==> config.mk <==
export PLATFORM = sky130hd
export DESIGN_NAME = pds_dist
export DESIGN_NICKNAME = d
export VERILOG_FILES = /design/src/sv/pds_pkg.sv /design/src/sv/pds_dist.sv
export SDC_FILE = /design/constraint.sdc
export NUM_CORES = 2
export LEC_CHECK = 0
export BUFFER_PORTS_ARGS = -buffer_cell sky130_fd_sc_hd__buf_2
export CORE_UTILIZATION = 40
export DETAILED_ROUTE_END_ITERATION = 8
export SYNTH_ARGS = -nofsm -noshare
export SYNTH_HDL_FRONTEND = slang
export SYNTH_SLANG_ARGS = --single-unit
==> constraint.sdc <==
create_clock -name clk_i -period 8 [get_ports clk_i]
set_input_delay 0.8 -clock clk_i [delete_from_list [all_inputs] [get_ports clk_i]]
set_output_delay 0.8 -clock clk_i [all_outputs]
set_load 0.01 [all_outputs]
==> src/sv/pds_pkg.sv <==
// ----------------------------------------------------------------------------
// pds_pkg
// Shared types and constants of the particle depth sorter.
// ----------------------------------------------------------------------------
`default_nettype none

package pds_pkg;

  localparam int COORD_W = 16;
  localparam int KEY_W   = 34;
  localparam int IDX_W   = 6;
  localparam int REG_W   = 2;

  typedef logic [KEY_W-1:0] key_t;
  typedef logic [IDX_W-1:0] idx_t;

  typedef enum logic [REG_W-1:0] {
    REG_CAMERA_X = 2'd0,
    REG_CAMERA_Y = 2'd1,
    REG_CAMERA_Z = 2'd2
  } reg_index_e;

  typedef struct packed {
    logic signed [COORD_W-1:0] pos_x;
    logic signed [COORD_W-1:0] pos_y;
    logic signed [COORD_W-1:0] pos_z;
    logic                      batch_end;
  } in_req_t;

  typedef struct packed {
    idx_t source_index;
    idx_t rank;
    key_t dist_sq;
    logic run_end;
  } out_req_t;

  typedef struct packed {
    logic store;
    idx_t idx;
    logic batch_end;
  } tag_t;

  typedef struct packed {
    key_t key;
    idx_t idx;
  } entry_t;

  typedef struct packed {
    logic   insert;
    logic   shift;
    entry_t entry;
  } cell_ctrl_t;

endpackage

`default_nettype wire

==> src/sv/pds_dist.sv <==
// ----------------------------------------------------------------------------
// pds_dist
// Three-stage pipeline forming the saturated squared camera distance.
// ----------------------------------------------------------------------------
`default_nettype none

module pds_dist (
  input  wire                                  clk_i,
  input  wire                                  rst_ni,
  input  wire                                  valid_i,
  input  wire pds_pkg::in_req_t                req_i,
  input  wire pds_pkg::tag_t                   tag_i,
  input  wire logic signed [pds_pkg::COORD_W-1:0] cam_x_i,
  input  wire logic signed [pds_pkg::COORD_W-1:0] cam_y_i,
  input  wire logic signed [pds_pkg::COORD_W-1:0] cam_z_i,
  output logic                                 valid_o,
  output pds_pkg::key_t                        key_o,
  output pds_pkg::tag_t                        tag_o
);
  import pds_pkg::*;

  localparam int DIFF_W = COORD_W + 1;
  localparam int SQ_W   = 2 * DIFF_W;
  localparam int SUM_W  = SQ_W + 2;

  logic              s1_valid_q, s2_valid_q, s3_valid_q;
  tag_t              s1_tag_q, s2_tag_q, s3_tag_q;
  logic [DIFF_W-1:0] dx_d, dy_d, dz_d;
  logic [DIFF_W-1:0] mx_q, my_q, mz_q;
  logic [SQ_W-1:0]   sx_q, sy_q, sz_q;
  logic [SUM_W-1:0]  sum;
  key_t              key_d, key_q;

  function automatic logic [DIFF_W-1:0] abs_diff(logic signed [COORD_W-1:0] a,
                                                 logic signed [COORD_W-1:0] b);
    logic signed [DIFF_W-1:0] d;
    d = DIFF_W'(a) - DIFF_W'(b);
    return d[DIFF_W-1] ? DIFF_W'(-d) : DIFF_W'(d);
  endfunction

  assign dx_d = abs_diff(req_i.pos_x, cam_x_i);
  assign dy_d = abs_diff(req_i.pos_y, cam_y_i);
  assign dz_d = abs_diff(req_i.pos_z, cam_z_i);

  assign sum = SUM_W'(sx_q) + SUM_W'(sy_q) + SUM_W'(sz_q);

  generate
    if (SUM_W > KEY_W) begin : g_sat
      assign key_d = (|sum[SUM_W-1:KEY_W]) ? {KEY_W{1'b1}} : sum[KEY_W-1:0];
    end else begin : g_nosat
      assign key_d = KEY_W'(sum);
    end
  endgenerate

  always_ff @(posedge clk_i or negedge rst_ni) begin
    if (!rst_ni) begin
      s1_valid_q <= 1'b0;
      s2_valid_q <= 1'b0;
      s3_valid_q <= 1'b0;
    end else begin
      s1_valid_q <= valid_i;
      s2_valid_q <= s1_valid_q;
      s3_valid_q <= s2_valid_q;
    end
  end

  always_ff @(posedge clk_i) begin
    mx_q     <= dx_d;
    my_q     <= dy_d;
    mz_q     <= dz_d;
    s1_tag_q <= tag_i;
    sx_q     <= mx_q * mx_q;
    sy_q     <= my_q * my_q;
    sz_q     <= mz_q * mz_q;
    s2_tag_q <= s1_tag_q;
    key_q    <= key_d;
    s3_tag_q <= s2_tag_q;
  end

  assign valid_o = s3_valid_q;
  assign key_o   = key_q;
  assign tag_o   = s3_tag_q;

endmodule

`default_nettype wire

==> results.yml <==
cells_and_area:
  drive_gt1_share_pct: 6.59
  nets: 5088
  n_fill_cell: 8682
  antenna_cells_inserted: 0
  multi_input_area_mm2: 0.0270
  final_util_pct: 43.8
  areaGrowthSynthToFinish_pct: 8.54
  register_area_mm2: 0.00424
detailed_routing:
  first_pass_iters: 5
  drtIter0Drc: 1074
  drt-wirelength-per-cell_um: 14.3
  ant_nets: 0
  routed-via-count: 24900
  wl_um: 73200
  drc: 0
  vias_per_cell: 4.84
timing:
  finalSetupTns_ns: 0
  period_needed_ns: 6.97
  fmax_mhz: 143
  holdWs_ns: 0.300
  setup_viol: 0
  slew-limit-headroom_pct: 33.7
  worst_pin_slew_ns: 0.990
  worst_slack_ns: 1.03
  period_share_pct: 87.2
  clock_skew_ns: 0.0241
  hold_viol_final: 0
  rsz0062_at_grt: "no"
  slew_viol_final: 0
status:
  status: "finished clean"
logic_synthesis:
  syn_area_mm2: 0.0350
  ys_async_sr_fraction_pct: 1.42
  ys_types: 80
  syn-mean-instance-area_um2: 9.11
  synth_edf_count: 0
  seq_area_frac_synth_pct: 12.1
  synth_cells: 3838
  ys_ff_latch: 211
  muxShareOfSynthArea_pct: 0.215
  yosys_warnings: 0
  synth-xor-area-share_pct: 5.26
  synthSimpleGateAreaFrac_pct: 12.1
  synth_compound_area_share_pct: 9.90
  synth_top_family_by_area: "adder cells"
  synth-main-ff-cell: "dfxtp_1"
  synth-adder-area-share_pct: 49.5
cts:
  clkTransAtPathRegs_ns: 0.08
  numCtsBuffers: 27
  clock_latency_ns: 0.61
  cts_resized: 0
  htreeDepth: 1
  clk_path_buf_depth: 3
  cts_tree: "yes"
  cts_post_setup_buffers_inserted: 0
  cts_root_buf: "clkbuf_16"
  clock-sinks: 211
setup_path:
  critPathKind: "register to register"
  path_max_fanout: 18
  required_ns: 8.43
  rr_startpoint: "my_q[4]"
  cp-start-kind: "register"
  setup.worst_path.end_class: "register"
  setup.worst_path.start: "my_q[4]"
  worstPathArrival_ns: 7.40
floorplanning:
  die-area_mm2: 0.0886
  io_pins: 151
  core_mm2: 0.0868
  start_util_pct: 40.3
  die_w_um: 298
  row_count: 108
  die_y_um: 298
global_routing:
  grt_pass1_wl_um: 125000
  overflow: 0
  antenna_found_initial: 1
  globalRouteTotalUtil_pct: 17.0
  grt_pass1_vias: 25700
  grt_max_degree: 31
worst_hold_path:
  worstHoldPathType: "input pin to register"
  worstHoldStart: "tag_i[2]"
placed_design:
  gp_congestion: 0.852
  dp_worst_setup_slack_ns: 1.05
  port_buffers: 149
  dp_hpwl_um: 62300
flow_run:
  drv_cap: 0
==> state kept, by name, indices dropped and copies added, names as in the netlist, 8 cells and up <==
signal,flops
key_o,34
sx_q,33
sy_q,33
sz_q,33
mx_q,17
my_q,17
mz_q,17
s1_tag_q,8
s2_tag_q,8
tag_o,8
==> per-stage QoR <==
step / instance area, um2 / cells
finish: 38000 / 5133
global route: 38000 / 5133
CTS: 38000 / 5133
detailed placement: 37000 / 5085
global placement: 37000 / 5085
floorplan: 35000 / 3840
==> synth_stat cells, types with 18 or more instances <==
master	number	area [um2]
a21o_1	75	563
a21oi_1	127	636
and2_1	170	1060
and3_1	24	150
clkbuf_1	77	289
dfxtp_1	208	4160
fa_1	607	12200
ha_1	413	5170
inv_1	929	3490
nand2_1	331	1240
nand2b_1	18	113
nand3_1	42	210
nor2_1	130	488
nor2b_1	35	219
nor3_1	35	175
o211ai_1	19	143
o21a_1	29	218
o21ai_0	96	480
o21bai_1	21	158
xnor2_1	160	1400
xor2_1	50	438
==> logic make-up after synthesis <==
family,count (synthesis)
adder cells (fa/ha/maj),1020
buffers and inverters,1010
AND/OR/NAND/NOR,865
AO/OA/AOI/OAI,514
flip-flops,211
XOR/XNOR,210
multiplexers,7
other,1
==> worst max-delay path, cell delays in order (launching register included) <==
cell	delay [ns]
dfxtp_1	0.87
nand2_1	0.18
fa_1	0.57
fa_1	0.54
fa_1	0.53
inv_1	0.07
fa_1	0.49
fa_1	0.49
inv_1	0.05
fa_1	0.47
inv_1	0.04
ha_1	0.31
nand2_1	0.08
or3_1	0.38
o211ai_1	0.17
a21oi_1	0.14
a211oi_1	0.61
o21ai_0	0.28
nand3_1	0.11
nor3b_1	0.43
==> final timing paths <==
check | end | slack, ns | cells past startpoint
min in group asynchronous | s1_valid_q | 0.53 | 2
min | s1_tag_q[2] | 0.30 | 1
max reg2reg | sy_q[33] | 1.03 | 19
min reg2reg | tag_o[1] | 0.33 | 0
max in group asynchronous | valid_o | 7.37 | 2
max | sy_q[33] | 1.03 | 19
==> layout by cell type, fill, tap and decap left out, types with 6 or more instances in the layout <==
| cell | n |
|---|---|
| a21o_1 | 75 |
| o31ai_1 | 12 |
| nand2b_1 | 18 |
| nor3_1 | 35 |
| a31oi_1 | 15 |
| nand3_1 | 42 |
| o21bai_1 | 21 |
| nand2_1 | 331 |
| nand3b_1 | 6 |
| and3_1 | 24 |
| a221oi_1 | 11 |
| o2111ai_1 | 6 |
| dfxtp_1 | 208 |
| inv_1 | 929 |
| clkbuf_16 | 27 |
| and4_1 | 6 |
| a211oi_1 | 14 |
| a31o_2 | 9 |
| xor2_1 | 50 |
| a21oi_1 | 127 |
| nor2_1 | 130 |
| nand4_1 | 10 |
| nor2b_1 | 35 |
| ha_1 | 413 |
| a211o_1 | 6 |
| xnor2_1 | 160 |
| or3_1 | 10 |
| nor4_1 | 10 |
| or2_2 | 16 |
| buf_4 | 22 |
| o21a_1 | 29 |
| fa_1 | 607 |
| o31a_1 | 6 |
| buf_2 | 149 |
| o211ai_1 | 19 |
| and2_1 | 170 |
| a2111oi_0 | 6 |
| o21ai_0 | 96 |
==> metal layers <==
| layer | share of wire [%] | vias up | GRT usage, % |
|---|---|---|---|
| met5 | 0 | - | 0 |
| met4 | 2.0 | 0 | 3.58 |
| met3 | 3.4 | 73 | 1.68 |
| met2 | 46 | 362 | 28.3 |
| met1 | 48 | 12200 | 23.9 |
| li1 | - | 12200 | - |
==> cell type report <==
type	count	area share (%)
sequential	211	11.2
timing repair buffer	172	2.43
multi-input combinational	2619	71.0
clock inverter	14	0.452
tap	1155	3.81
inverter	929	9.19
clock buffer	33	1.94
==> what timing repair did <==
| item | 4_1_cts | 5_1_grt |
|---|---|---|
| hold buffers | 1 | 0 |
| endpoints found under the hold margin | 3 | 0 |
| endpoints found under the setup margin | 0 | 0 |
Power is not shown: default switching activity piles up to over one toggle a cycle in this logic, so the estimate is an artifact.
