===== src/sv/pds_pkg.sv =====
// ----------------------------------------------------------------------------
// pds_pkg
// Shared types and constants of the particle depth sorter.
// ----------------------------------------------------------------------------
`default_nettype none

package pds_pkg;

  localparam int COORD_W = 16;
  localparam int KEY_W   = 34;
  localparam int IDX_W   = 6;
  localparam int REG_W   = 2;

  typedef logic [KEY_W-1:0] key_t;
  typedef logic [IDX_W-1:0] idx_t;

  typedef enum logic [REG_W-1:0] {
    REG_CAMERA_X = 2'd0,
    REG_CAMERA_Y = 2'd1,
    REG_CAMERA_Z = 2'd2
  } reg_index_e;

  typedef struct packed {
    logic signed [COORD_W-1:0] pos_x;
    logic signed [COORD_W-1:0] pos_y;
    logic signed [COORD_W-1:0] pos_z;
    logic                      batch_end;
  } in_req_t;

  typedef struct packed {
    idx_t source_index;
    idx_t rank;
    key_t dist_sq;
    logic run_end;
  } out_req_t;

  typedef struct packed {
    logic store;
    idx_t idx;
    logic batch_end;
  } tag_t;

  typedef struct packed {
    key_t key;
    idx_t idx;
  } entry_t;

  typedef struct packed {
    logic   insert;
    logic   shift;
    entry_t entry;
  } cell_ctrl_t;

endpackage

`default_nettype wire


===== src/sv/pds_cell.sv =====
// ----------------------------------------------------------------------------
// pds_cell
// One slot of the insertion chain, holding one key and its arrival index.
// ----------------------------------------------------------------------------
`default_nettype none

module pds_cell (
  input  wire                  clk_i,
  input  wire                  occupied_i,
  input  wire pds_pkg::cell_ctrl_t ctrl_i,
  input  wire pds_pkg::entry_t prev_entry_i,
  input  wire                  prev_before_i,
  input  wire pds_pkg::entry_t next_entry_i,
  output pds_pkg::entry_t      entry_o,
  output logic                 before_o
);
  import pds_pkg::*;

  entry_t entry_q;

  // The new key goes ahead of this slot when the slot is empty or the new key is strictly larger (farther).
  assign before_o = !occupied_i || (ctrl_i.entry.key > entry_q.key);

  always_ff @(posedge clk_i) begin
    if (ctrl_i.shift) begin
      entry_q <= next_entry_i;
    end else if (ctrl_i.insert && before_o) begin
      entry_q <= prev_before_i ? prev_entry_i : ctrl_i.entry;
    end
  end

  assign entry_o = entry_q;

endmodule

`default_nettype wire


===== config.mk =====
export PLATFORM = sky130hd
export DESIGN_NAME = pds_cell
export DESIGN_NICKNAME = d
export VERILOG_FILES = /design/src/sv/pds_pkg.sv /design/src/sv/pds_cell.sv
export SDC_FILE = /design/constraint.sdc
export NUM_CORES = 1
export LEC_CHECK = 0
export BUFFER_PORTS_ARGS = -buffer_cell sky130_fd_sc_hd__buf_2
export CORE_MARGIN = 1
export CORE_UTILIZATION = 40
export CTS_CLUSTER_DIAMETER = 40
export DETAILED_ROUTE_END_ITERATION = 8
export PLACE_DENSITY = 0.72
export SYNTH_ARGS = -nofsm -noshare
export SYNTH_HDL_FRONTEND = slang
export SYNTH_SLANG_ARGS = --single-unit

===== constraint.sdc =====
create_clock -name clk_i -period 11.4 [get_ports clk_i]
set_input_delay 1.71 -clock clk_i [delete_from_list [all_inputs] [get_ports clk_i]]
set_output_delay 1.71 -clock clk_i [all_outputs]
set_load 0.05 [all_outputs]

==> results of run 1 <==
## synthesized netlist by cell type, types with 2 or more instances
cell type   n  area, um^2
o21ai_0    46         230
ha_1       34         425
nand2_1    47         176
inv_1      36         135
nand2_2     2        12.5
edfxtp_1   40        1200
a21o_1      2        15.0
clkbuf_1    9        33.8
a21oi_1    18        90.1
mux2i_1    40         400
buf_2       4        20.0
nand4_1     5        31.3
## final cells by class
type,instances,share of cell area [%]
Multi-Input combinational cell,210,39.7
Sequential cell,40,30.5
Timing Repair Buffer,167,21.4
Inverter,36,3.43
Tap cell,96,3.05
Clock buffer,5,1.75
Clock inverter,2,0.191
## critical path, delay by kind of cell
kind                       cells  cell delay [ps]
AOI/OAI and AO/OA              3              390
adders and majority gates      1              320
buffers and inverters          2              350
and+or+nand+nor                3              950
## stage by stage
| stage | total power, mW | worst slack [ps] | area [um^2] |
|---|---|---|---|
| after floorplan | 0.325 | 6120 | 2960 |
| after global placement | 0.378 | 6050 | 3860 |
| after detailed placement | 0.383 | 5970 | 3860 |
| after CTS | 0.471 | 5960 | 3940 |
| after global routing | 0.495 | 5750 | 3940 |
| final | 0.465 | 5970 | 3940 |
## routing by layer
metal	routed length (um)	global-route usage, %	vias up	part of all wire [%]
li1	-	-	1392	-
met1	3070	22.3	1200	43
met2	3430	32.3	109	48
met3	544	4.52	6	7.7
met4	57	4.02	0	0.80
met5	0	0	-	0
## kinds of logic after synthesis
family / after synthesis / synth area share, %
AOI/OAI and AO/OA: 73 / 13.4
adders and majority gates: 34 / 14.4
DFF: 40 / 40.6
muxes: 40 / 13.5
and+or+nand+nor: 63 / 11.3
buffers and inverters: 50 / 6.77
## worst max path at each step
| stage | slack [ps] | to | start |
|---|---|---|---|
| 2_1_floorplan | 6120 | before_o | ctrl_i[22] |
| 3_3_place_gp | 6050 | before_o | ctrl_i[39] |
| 3_5_place_dp | 5970 | before_o | ctrl_i[39] |
| 4_1_cts | 5960 | before_o | ctrl_i[39] |
| 5_1_grt | 5750 | before_o | ctrl_i[39] |
| 6_report | 5970 | before_o | ctrl_i[39] |
## report_power, final
part / internal, mW / switching (mW) / total, mW
Combinational: 0.0605 / 0.124 / 0.185
Clock: 0.0404 / 0.0474 / 0.0878
Sequential: 0.184 / 0.00778 / 0.192
==> results.md, run 1 <==
* Status: finished, final reports clean
* Max reg flops at 40
* Seq cells post-synth at 40
* WP data required at 9690 ps
* Most common cell after layout, fill and taps aside: buf_2
* FMAX at 184 MHz
* Hold WS at 1210 ps
* Floorplan die height at 88.0 um
* Slew Limit Fails at 0
* VDD IR max at 0.0000561 V
* Worst endpoint data arrival time at 3720 ps
* Worst reg2reg path depth at 9
* Reg2reg start: entry_o[21]
* Ant diodes at 0
* Fin Setup TNS at 0 ps
* Cell Chain, Critical Path: buf_2, ha_1, nand4_1, nor3_1, a21oi_1, o21ai_2, nor4bb_1, o21ai_1, buf_2
* Post-route ant nets at 0
* Congestion Overflow GR at 0
* Rel. slew slack at 17.8%
* Worst reg2reg setup slack at 8110 ps
* CTS tree: built
* Crit Path Category: in2out
* Post-synth ARST share at 0%
* HP Start: entry_o[6]
* Post-CTS sizing at 0
* Most frequent cells in the layout: buf_2 (165), nand2_1 (47), o21ai_0 (46)
* Die ar. at 0.00774 mm^2
* Clock Latency Late Sink at 290 ps
* Fin util at 56.4%
* Filler instances at 666
* Mapped Area at 0.00296 mm^2
* Clock Sinks at 40
* DP Cell Count at 549
* Post-synth EDFFs at 40
* Area grow syn2layout at 33.2%
* Tightest Pin Transition at 1230 ps
* Initial core utilization at 42.3%
* Reg area at 0.00120 mm^2
* TritonRoute pass-1 iters at 4
* Final Hold Viols at 0
* Via density at 4.87
* Syn nets at 459
* Vias in the first global route at 2419
* Global-route wire length before repair at 10800 um
* H-tree Lvls at 2
* Post-detail-place hpwl at 5690 um
* Root Driver: clkbuf_8
* Drt total wl at 7100 um
* Routability Congestion at 0.746
* Core ar. at 0.00698 mm^2
* Synth warn at 0
* Hold Buf Count CTS at 0
* DRC at 0
* RSZ-0062 raised after global routing: no
* Syn Inst Count at 300
* Fraction of layout cells with a size suffix above 1 at 40.0%
* Port Buf Inserts at 165
* Total track usage at 18.2%
* Multi-input logic area at 0.00156 mm^2
* Hold path depth at 4
* Largest net degree at the start of global routing at 82
* CP most frequent cell: buf_2
* Iteration-0 DRC Markers at 62
* Clk slew on worst S/H paths at 80 ps
* Final setup fails at 0
* Nets at 619
* Die W at 88.0 um
* Post-CTS Setup Bufs at 0
* Pleak at 2.05 nW
* CTS Buffer Depth at 2
* CP max FO at 3
* Max incr delay on CP at 610 ps
* Maxcap violations at 0
* Max Clock Skew at 5.67 ps
* Post-Layout Cell Count at 556
* Worst hold path type: reg2reg
* Avg Inst Size Synth at 9.86 um^2
* Num CTS Buffers at 5
* Via Count at 2707
* Row cnt at 30
* Initial antenna violation count at 0
* Power density over cell area at 118 mW/mm^2
* Fin crit share at 47.6%
* Final min period at 5430 ps
* Crit. End Element: primary output
* Per-cell routed wire length at 12.8 um
* CP max stage cell: nor4bb_1
* IO Count at 166
* Top FF cell, synth: edfxtp_1
* Reg2reg end: entry_o[17]
* Register area share after synthesis at 40.6%
* Number of library cell types mapped by synthesis at 29
* Hold Path End: entry_o[29]
* Worst setup SP type: primary input
No activity file was read; power rests on OpenSTA's default activity.
==> run 2: changes to the inputs <==
--- a/config.mk
+++ b/config.mk
@@ -5,12 +5,13 @@
 export SDC_FILE = /design/constraint.sdc
 export NUM_CORES = 1
 export LEC_CHECK = 0
+export ABC_AREA = 1
 export BUFFER_PORTS_ARGS = -buffer_cell sky130_fd_sc_hd__buf_2
 export CORE_MARGIN = 1
 export CORE_UTILIZATION = 40
 export CTS_CLUSTER_DIAMETER = 40
 export DETAILED_ROUTE_END_ITERATION = 8
-export PLACE_DENSITY = 0.72
+export PLACE_DENSITY = 0.74
 export SYNTH_ARGS = -nofsm -noshare
 export SYNTH_HDL_FRONTEND = slang
 export SYNTH_SLANG_ARGS = --single-unit
==> constraint.sdc (replaced) <==
create_clock -name clk_i -period 4.89 [get_ports clk_i]
set_input_delay 0.7335 -clock clk_i [delete_from_list [all_inputs] [get_ports clk_i]]
set_output_delay 0.7335 -clock clk_i [all_outputs]
set_load 0.05 [all_outputs]
==> results.md, run 2 <==
* Syn nets at 555
* Final Hold Viols at 0
* IO Count at 166
* GR Util met2 at 38.3%
* Most Crowded Layer GR: met2
* Hold path depth at 3
* CTS tree: built
* H-tree Lvls at 2
* Largest net degree at the start of global routing at 42
* CTS Buffer Depth at 2
* CP most frequent cell: nand2_1
* Total power at 1.11 mW
* CP max stage cell: ha_1
* Port Buf Inserts at 165
* Count leader, synth: nand2_1
* WP data required at 4160 ps
* Row cnt at 31
* Floorplan die height at 88.6 um
* Final setup fails at 0
* Worst setup SP type: primary input
* Reg2reg start: entry_o[31]
* TritonRoute pass-1 iters at 4
* Die ar. at 0.00786 mm^2
* CP max FO at 3
* Rel. slew slack at 35.4%
* Die W at 88.6 um
* Drt total wl at 8330 um
* Synth Area in XOR/XNOR at 0%
* Fraction of layout cells with a size suffix above 1 at 33.7%
* Per-cell routed wire length at 12.8 um
* Clock Sinks at 40
* Yosys top cell area share at 40.0%
* Congestion Overflow GR at 0
* Post-Synth Adder-Cell Area at 14.2%
* Mux cell area share after synthesis at 0%
* Post-synth EDFFs at 40
* Synth Area in Compound Gates at 15.7%
* Max incr delay on CP at 280 ps
* Post-Synth Simple-Gate Area at 21.4%
* Synth warn at 0
* Met1 Usage GRT at 24.8%
* Clk slew on worst S/H paths at 80 ps
* Tightest Pin Transition at 966 ps
* Worst endpoint data arrival time at 2200 ps
* Mapped Area at 0.00300 mm^2
* Worst hold path type: in2reg
* Global-route wire length before repair at 12600 um
* Fin Setup TNS at 0 ps
* Most common cell after layout, fill and taps aside: buf_2
* Pleak at 2.13 nW
* Post-CTS Setup Bufs at 0
* HP Start: next_entry_i[1]
* Crit. End Element: primary output
* Final min period at 2940 ps
* Post-synth ARST share at 0%
* Met3 usage at 4.10%
* Post-route ant nets at 0
* Power density over cell area at 276 mW/mm^2
* Avg Inst Size Synth at 7.58 um^2
* Cell Chain, Critical Path: buf_2, ha_1, nand2_1, nor2_1, nand2_1, nor2_2, nand2_1, nand2_1, nor2_1, nand2_1, nand2_1, nand2_2, buf_2
* Fin crit share at 60.1%
* Hold Path End: entry_o[1]
* Hold WS at 761 ps
* Seq cells post-synth at 40
* Most frequent cells in the layout: buf_2 (165), nand2_1 (94), a21oi_1 (91)
* Number of library cell types mapped by synthesis at 16
* Register area share after synthesis at 40.0%
* Initial core utilization at 41.4%
* Worst reg2reg path depth at 14
* Status: finished, final reports clean
* Via Count at 3172
* Top cell type by total area after synthesis: edfxtp_1
* Ant diodes at 0
* Reg2reg end: entry_o[19]
* Num CTS Buffers at 5
* Worst reg2reg setup slack at 2210 ps
* Top cells by area, synth: edfxtp_1 (40%), a21oi_1 (15%), ha_1 (14%), nand2_1 (12%), inv_1 (5.9%)
* Slew Limit Fails at 0
* Initial antenna violation count at 0
* Max reg flops at 40
* Root Driver: clkbuf_8
* Via density at 4.87
* Core ar. at 0.00725 mm^2
* Post-detail-place hpwl at 6410 um
* Post-CTS sizing at 0
* Routability Congestion at 0.781
* Top FF cell, synth: edfxtp_1
* Largest family of logic cells by synthesized area: simple AND/OR/NAND/NOR gates
* FMAX at 340 MHz
* Synth top cells by count: nand2_1 (95), a21oi_1 (91), inv_1 (47), nor2_1 (47), edfxtp_1 (40)
* Vias in the first global route at 2856
* Hold Buf Count CTS at 0
* Iteration-0 DRC Markers at 90
* Maxcap violations at 0
* Total track usage at 20.9%
* DRC at 0
* VDD IR max at 0.000115 V
* Clock Latency Late Sink at 290 ps
* Crit Path Category: in2out
* RSZ-0062 raised after global routing: no
* Syn Inst Count at 396
* Area grow syn2layout at 33.3%
* Nets at 710
* Max Clock Skew at 6.34 ps
## run 2: cells by family after synthesis
kind of cell	count (synthesis)
buf+inv	70
flops	40
simple gates	159
fa+ha+maj	34
compound gates	93
## run 2: routing by layer
layer | up-vias | part of all wire [%]
li1 | 1605 | -
met1 | 1444 | 42
met2 | 119 | 51
met3 | 4 | 6.4
met4 | 0 | 0.66
met5 | - | 0
## run 2: area by class of cell
| cell class | instances | area, um^2 |
|---|---|---|
| fillers | 709 | 3250 |
| clock buffers | 5 | 68.8 |
| flip-flops and latches | 40 | 1200 |
| repair buffers | 166 | 833 |
| well taps | 99 | 124 |
| multi-input cells | 286 | 1540 |
| inverters | 52 | 195 |
| clock inverters | 3 | 37.5 |
## run 2: how the worst max path moves through the flow
stage / start / endpoint / slack (ps) / depth (start not counted)
2_1_floorplan: ctrl_i[39] / entry_o[0] / 1710 / 13
5_1_grt: ctrl_i[31] / before_o / 1810 / 13
3_3_place_gp: ctrl_i[31] / entry_o[18] / 1800 / 14
6_report: ctrl_i[31] / before_o / 1950 / 13
4_1_cts: ctrl_i[31] / before_o / 1940 / 13
3_5_place_dp: ctrl_i[31] / entry_o[18] / 1730 / 14
## run 2: critical path, delay by kind of cell
family / cells / cell delay [ps]
adder cells (fa/ha/maj): 1 / 280
AND/OR/NAND/NOR: 10 / 810
buffers and inverters: 2 / 370
## run 2: through the flow
stage,util (%),instance area (um^2),setup WS [ps],instances
final,55.2,4000,1950,651
after global routing,55.2,4000,1810,651
after CTS,55.2,4000,1940,651
after detailed placement,53.7,3890,1730,643
after global placement,53.7,3890,1800,643
after floorplan,-,3000,1710,396
## run 2: where the power goes
| part | internal (mW) | total, mW | switching, mW |
|---|---|---|---|
| Combinational | 0.125 | 0.400 | 0.275 |
| Sequential | 0.422 | 0.439 | 0.0162 |
| Clock | 0.149 | 0.267 | 0.118 |
==> run 3: changes to the inputs <==
==> constraint.sdc (replaced) <==
create_clock -name clk_i -period 2.6 [get_ports clk_i]
set_input_delay 0.39 -clock clk_i [delete_from_list [all_inputs] [get_ports clk_i]]
set_output_delay 0.39 -clock clk_i [all_outputs]
set_load 0.05 [all_outputs]
==> results.md, run 3 (same netlist as run 2, synthesis figures left out) <==
* Status: finished, final reports clean
* Core ar. at 0.00725 mm^2
* Post-detail-place hpwl at 6410 um
* FMAX at 414 MHz
* Max incr delay on CP at 360 ps
* Post-CTS Setup Bufs at 0
* Rel. slew slack at 55.0%
* Global-route wire length before repair at 12800 um
* WP data required at 2210 ps
* Clk slew on worst S/H paths at 80 ps
* Crit. End Element: primary output
* CP max stage cell: edfxtp_1
* Root Driver: clkbuf_8
* CTS Buffer Depth at 2
* Worst setup SP type: register
* VDD IR max at 0.000218 V
* Hold WS at 418 ps
* Worst hold path type: in2reg
* Ant diodes at 0
* Maxcap violations at 0
* Cell Chain, Critical Path: inv_1, ha_1, nand2_1, nor2_2, nand2_1, nor2_2, nand2_1, nand2_1, nor2_1, nand2_1, nand2_1, nand2_2, clkbuf_4
* Pleak at 2.14 nW
* Total track usage at 21.2%
* Total power at 2.09 mW
* Worst Path Buf+Inv at 2
* DRC at 0
* Vias in the first global route at 2869
* Final Hold Viols at 0
* Initial antenna violation count at 0
* Floorplan die height at 88.6 um
* Die W at 88.6 um
* Most frequent cells in the layout: buf_2 (164), nand2_1 (94), a21oi_1 (91)
* Num CTS Buffers at 5
* Crit Path Category: reg2out
* Routability Congestion at 0.803
* Clock Latency Late Sink at 290 ps
* CP most frequent cell: nand2_1
* Congestion Overflow GR at 0
* Initial core utilization at 41.4%
* Via Count at 3152
* Filler instances at 685
* Final setup fails at 0
* Final min period at 2420 ps
* IO Count at 166
* Fin crit share at 93.0%
* CTS tree: built
* Row cnt at 31
* Per-cell routed wire length at 12.8 um
* Max reg flops at 40
* Via density at 4.83
* H-tree Lvls at 2
* Clock Sinks at 40
* Drt total wl at 8370 um
* Placed cell area at 0.00392 mm^2
* Area grow syn2layout at 34.3%
* Fraction of layout cells with a size suffix above 1 at 33.9%
* Largest net degree at the start of global routing at 41
* Iteration-0 DRC Markers at 117
* TritonRoute pass-1 iters at 4
* Slew Limit Fails at 0
* Fin Setup TNS at 0 ps
* Tightest Pin Transition at 674 ps
* Post-route ant nets at 0
* RSZ-0062 raised after global routing: no
* Post-route cell area at 0.00403 mm^2
* Power density over cell area at 517 mW/mm^2
* Die ar. at 0.00786 mm^2
* Worst endpoint data arrival time at 2030 ps
* Nets at 712
* Most common cell after layout, fill and taps aside: buf_2
* CP max FO at 3
* Largest delay share family, worst path: simple AND/OR/NAND/NOR gates
* Port Buf Inserts at 165
* Max Clock Skew at 7.49 ps
==> run 3: worst min-delay path: cells and delay by family <==
kind | cells | cell delay, ps
AO/OA/AOI/OAI | 1 | 100
buffers and inverters | 1 | 80
AND/OR/NAND/NOR | 1 | 30
==> run 3: worst paths after layout <==
path | from | to | slack (ps) | cells past startpoint
setup / recovery | entry_o[23] | before_o | 180 | 13
hold / removal | next_entry_i[21] | entry_o[21] | 420 | 3
setup reg to reg | entry_o[23] | entry_o[38] | 350 | 14
hold reg to reg | entry_o[6] | entry_o[34] | 1500 | 8
==> run 3: stage by stage <==
step	cells	worst slack [ps]	utilization, %
floorplan	396	33.1	-
global placement	645	254	54.1
detailed placement	645	225	54.1
CTS	653	139	55.6
global route	653	19.7	55.6
finish	653	183	55.6
==> run 3: power by group <==
part	switching (mW)	internal (mW)
sequential	0.0302	0.793
clock	0.220	0.280
combinational	0.524	0.239
==> run 3: metal layers <==
metal	up-vias	share of wire, %	global-route usage (%)
li1	1613	-	-
met3	8	6.5	4.20
met2	123	51	38.5
met5	-	0	0
met1	1408	41	25.6
met4	0	1.1	5.57
==> run 3: layout make-up <==
| cell class | count | area (um^2) | share of cell area (%) |
|---|---|---|---|
| Multi-Input combinational cell | 286 | 1560 | 38.6 |
| Sequential cell | 40 | 1200 | 29.8 |
| Timing Repair Buffer | 168 | 851 | 21.1 |
| Inverter | 52 | 195 | 4.84 |
| Tap cell | 99 | 124 | 3.07 |
| Clock buffer | 5 | 68.8 | 1.71 |
| Clock inverter | 3 | 37.5 | 0.931 |
==> run 3: timing repair <==
item	4_1_cts	5_1_grt
hold buffers	0	0
gates resized for setup	0	1
setup endpoints to repair	0	1
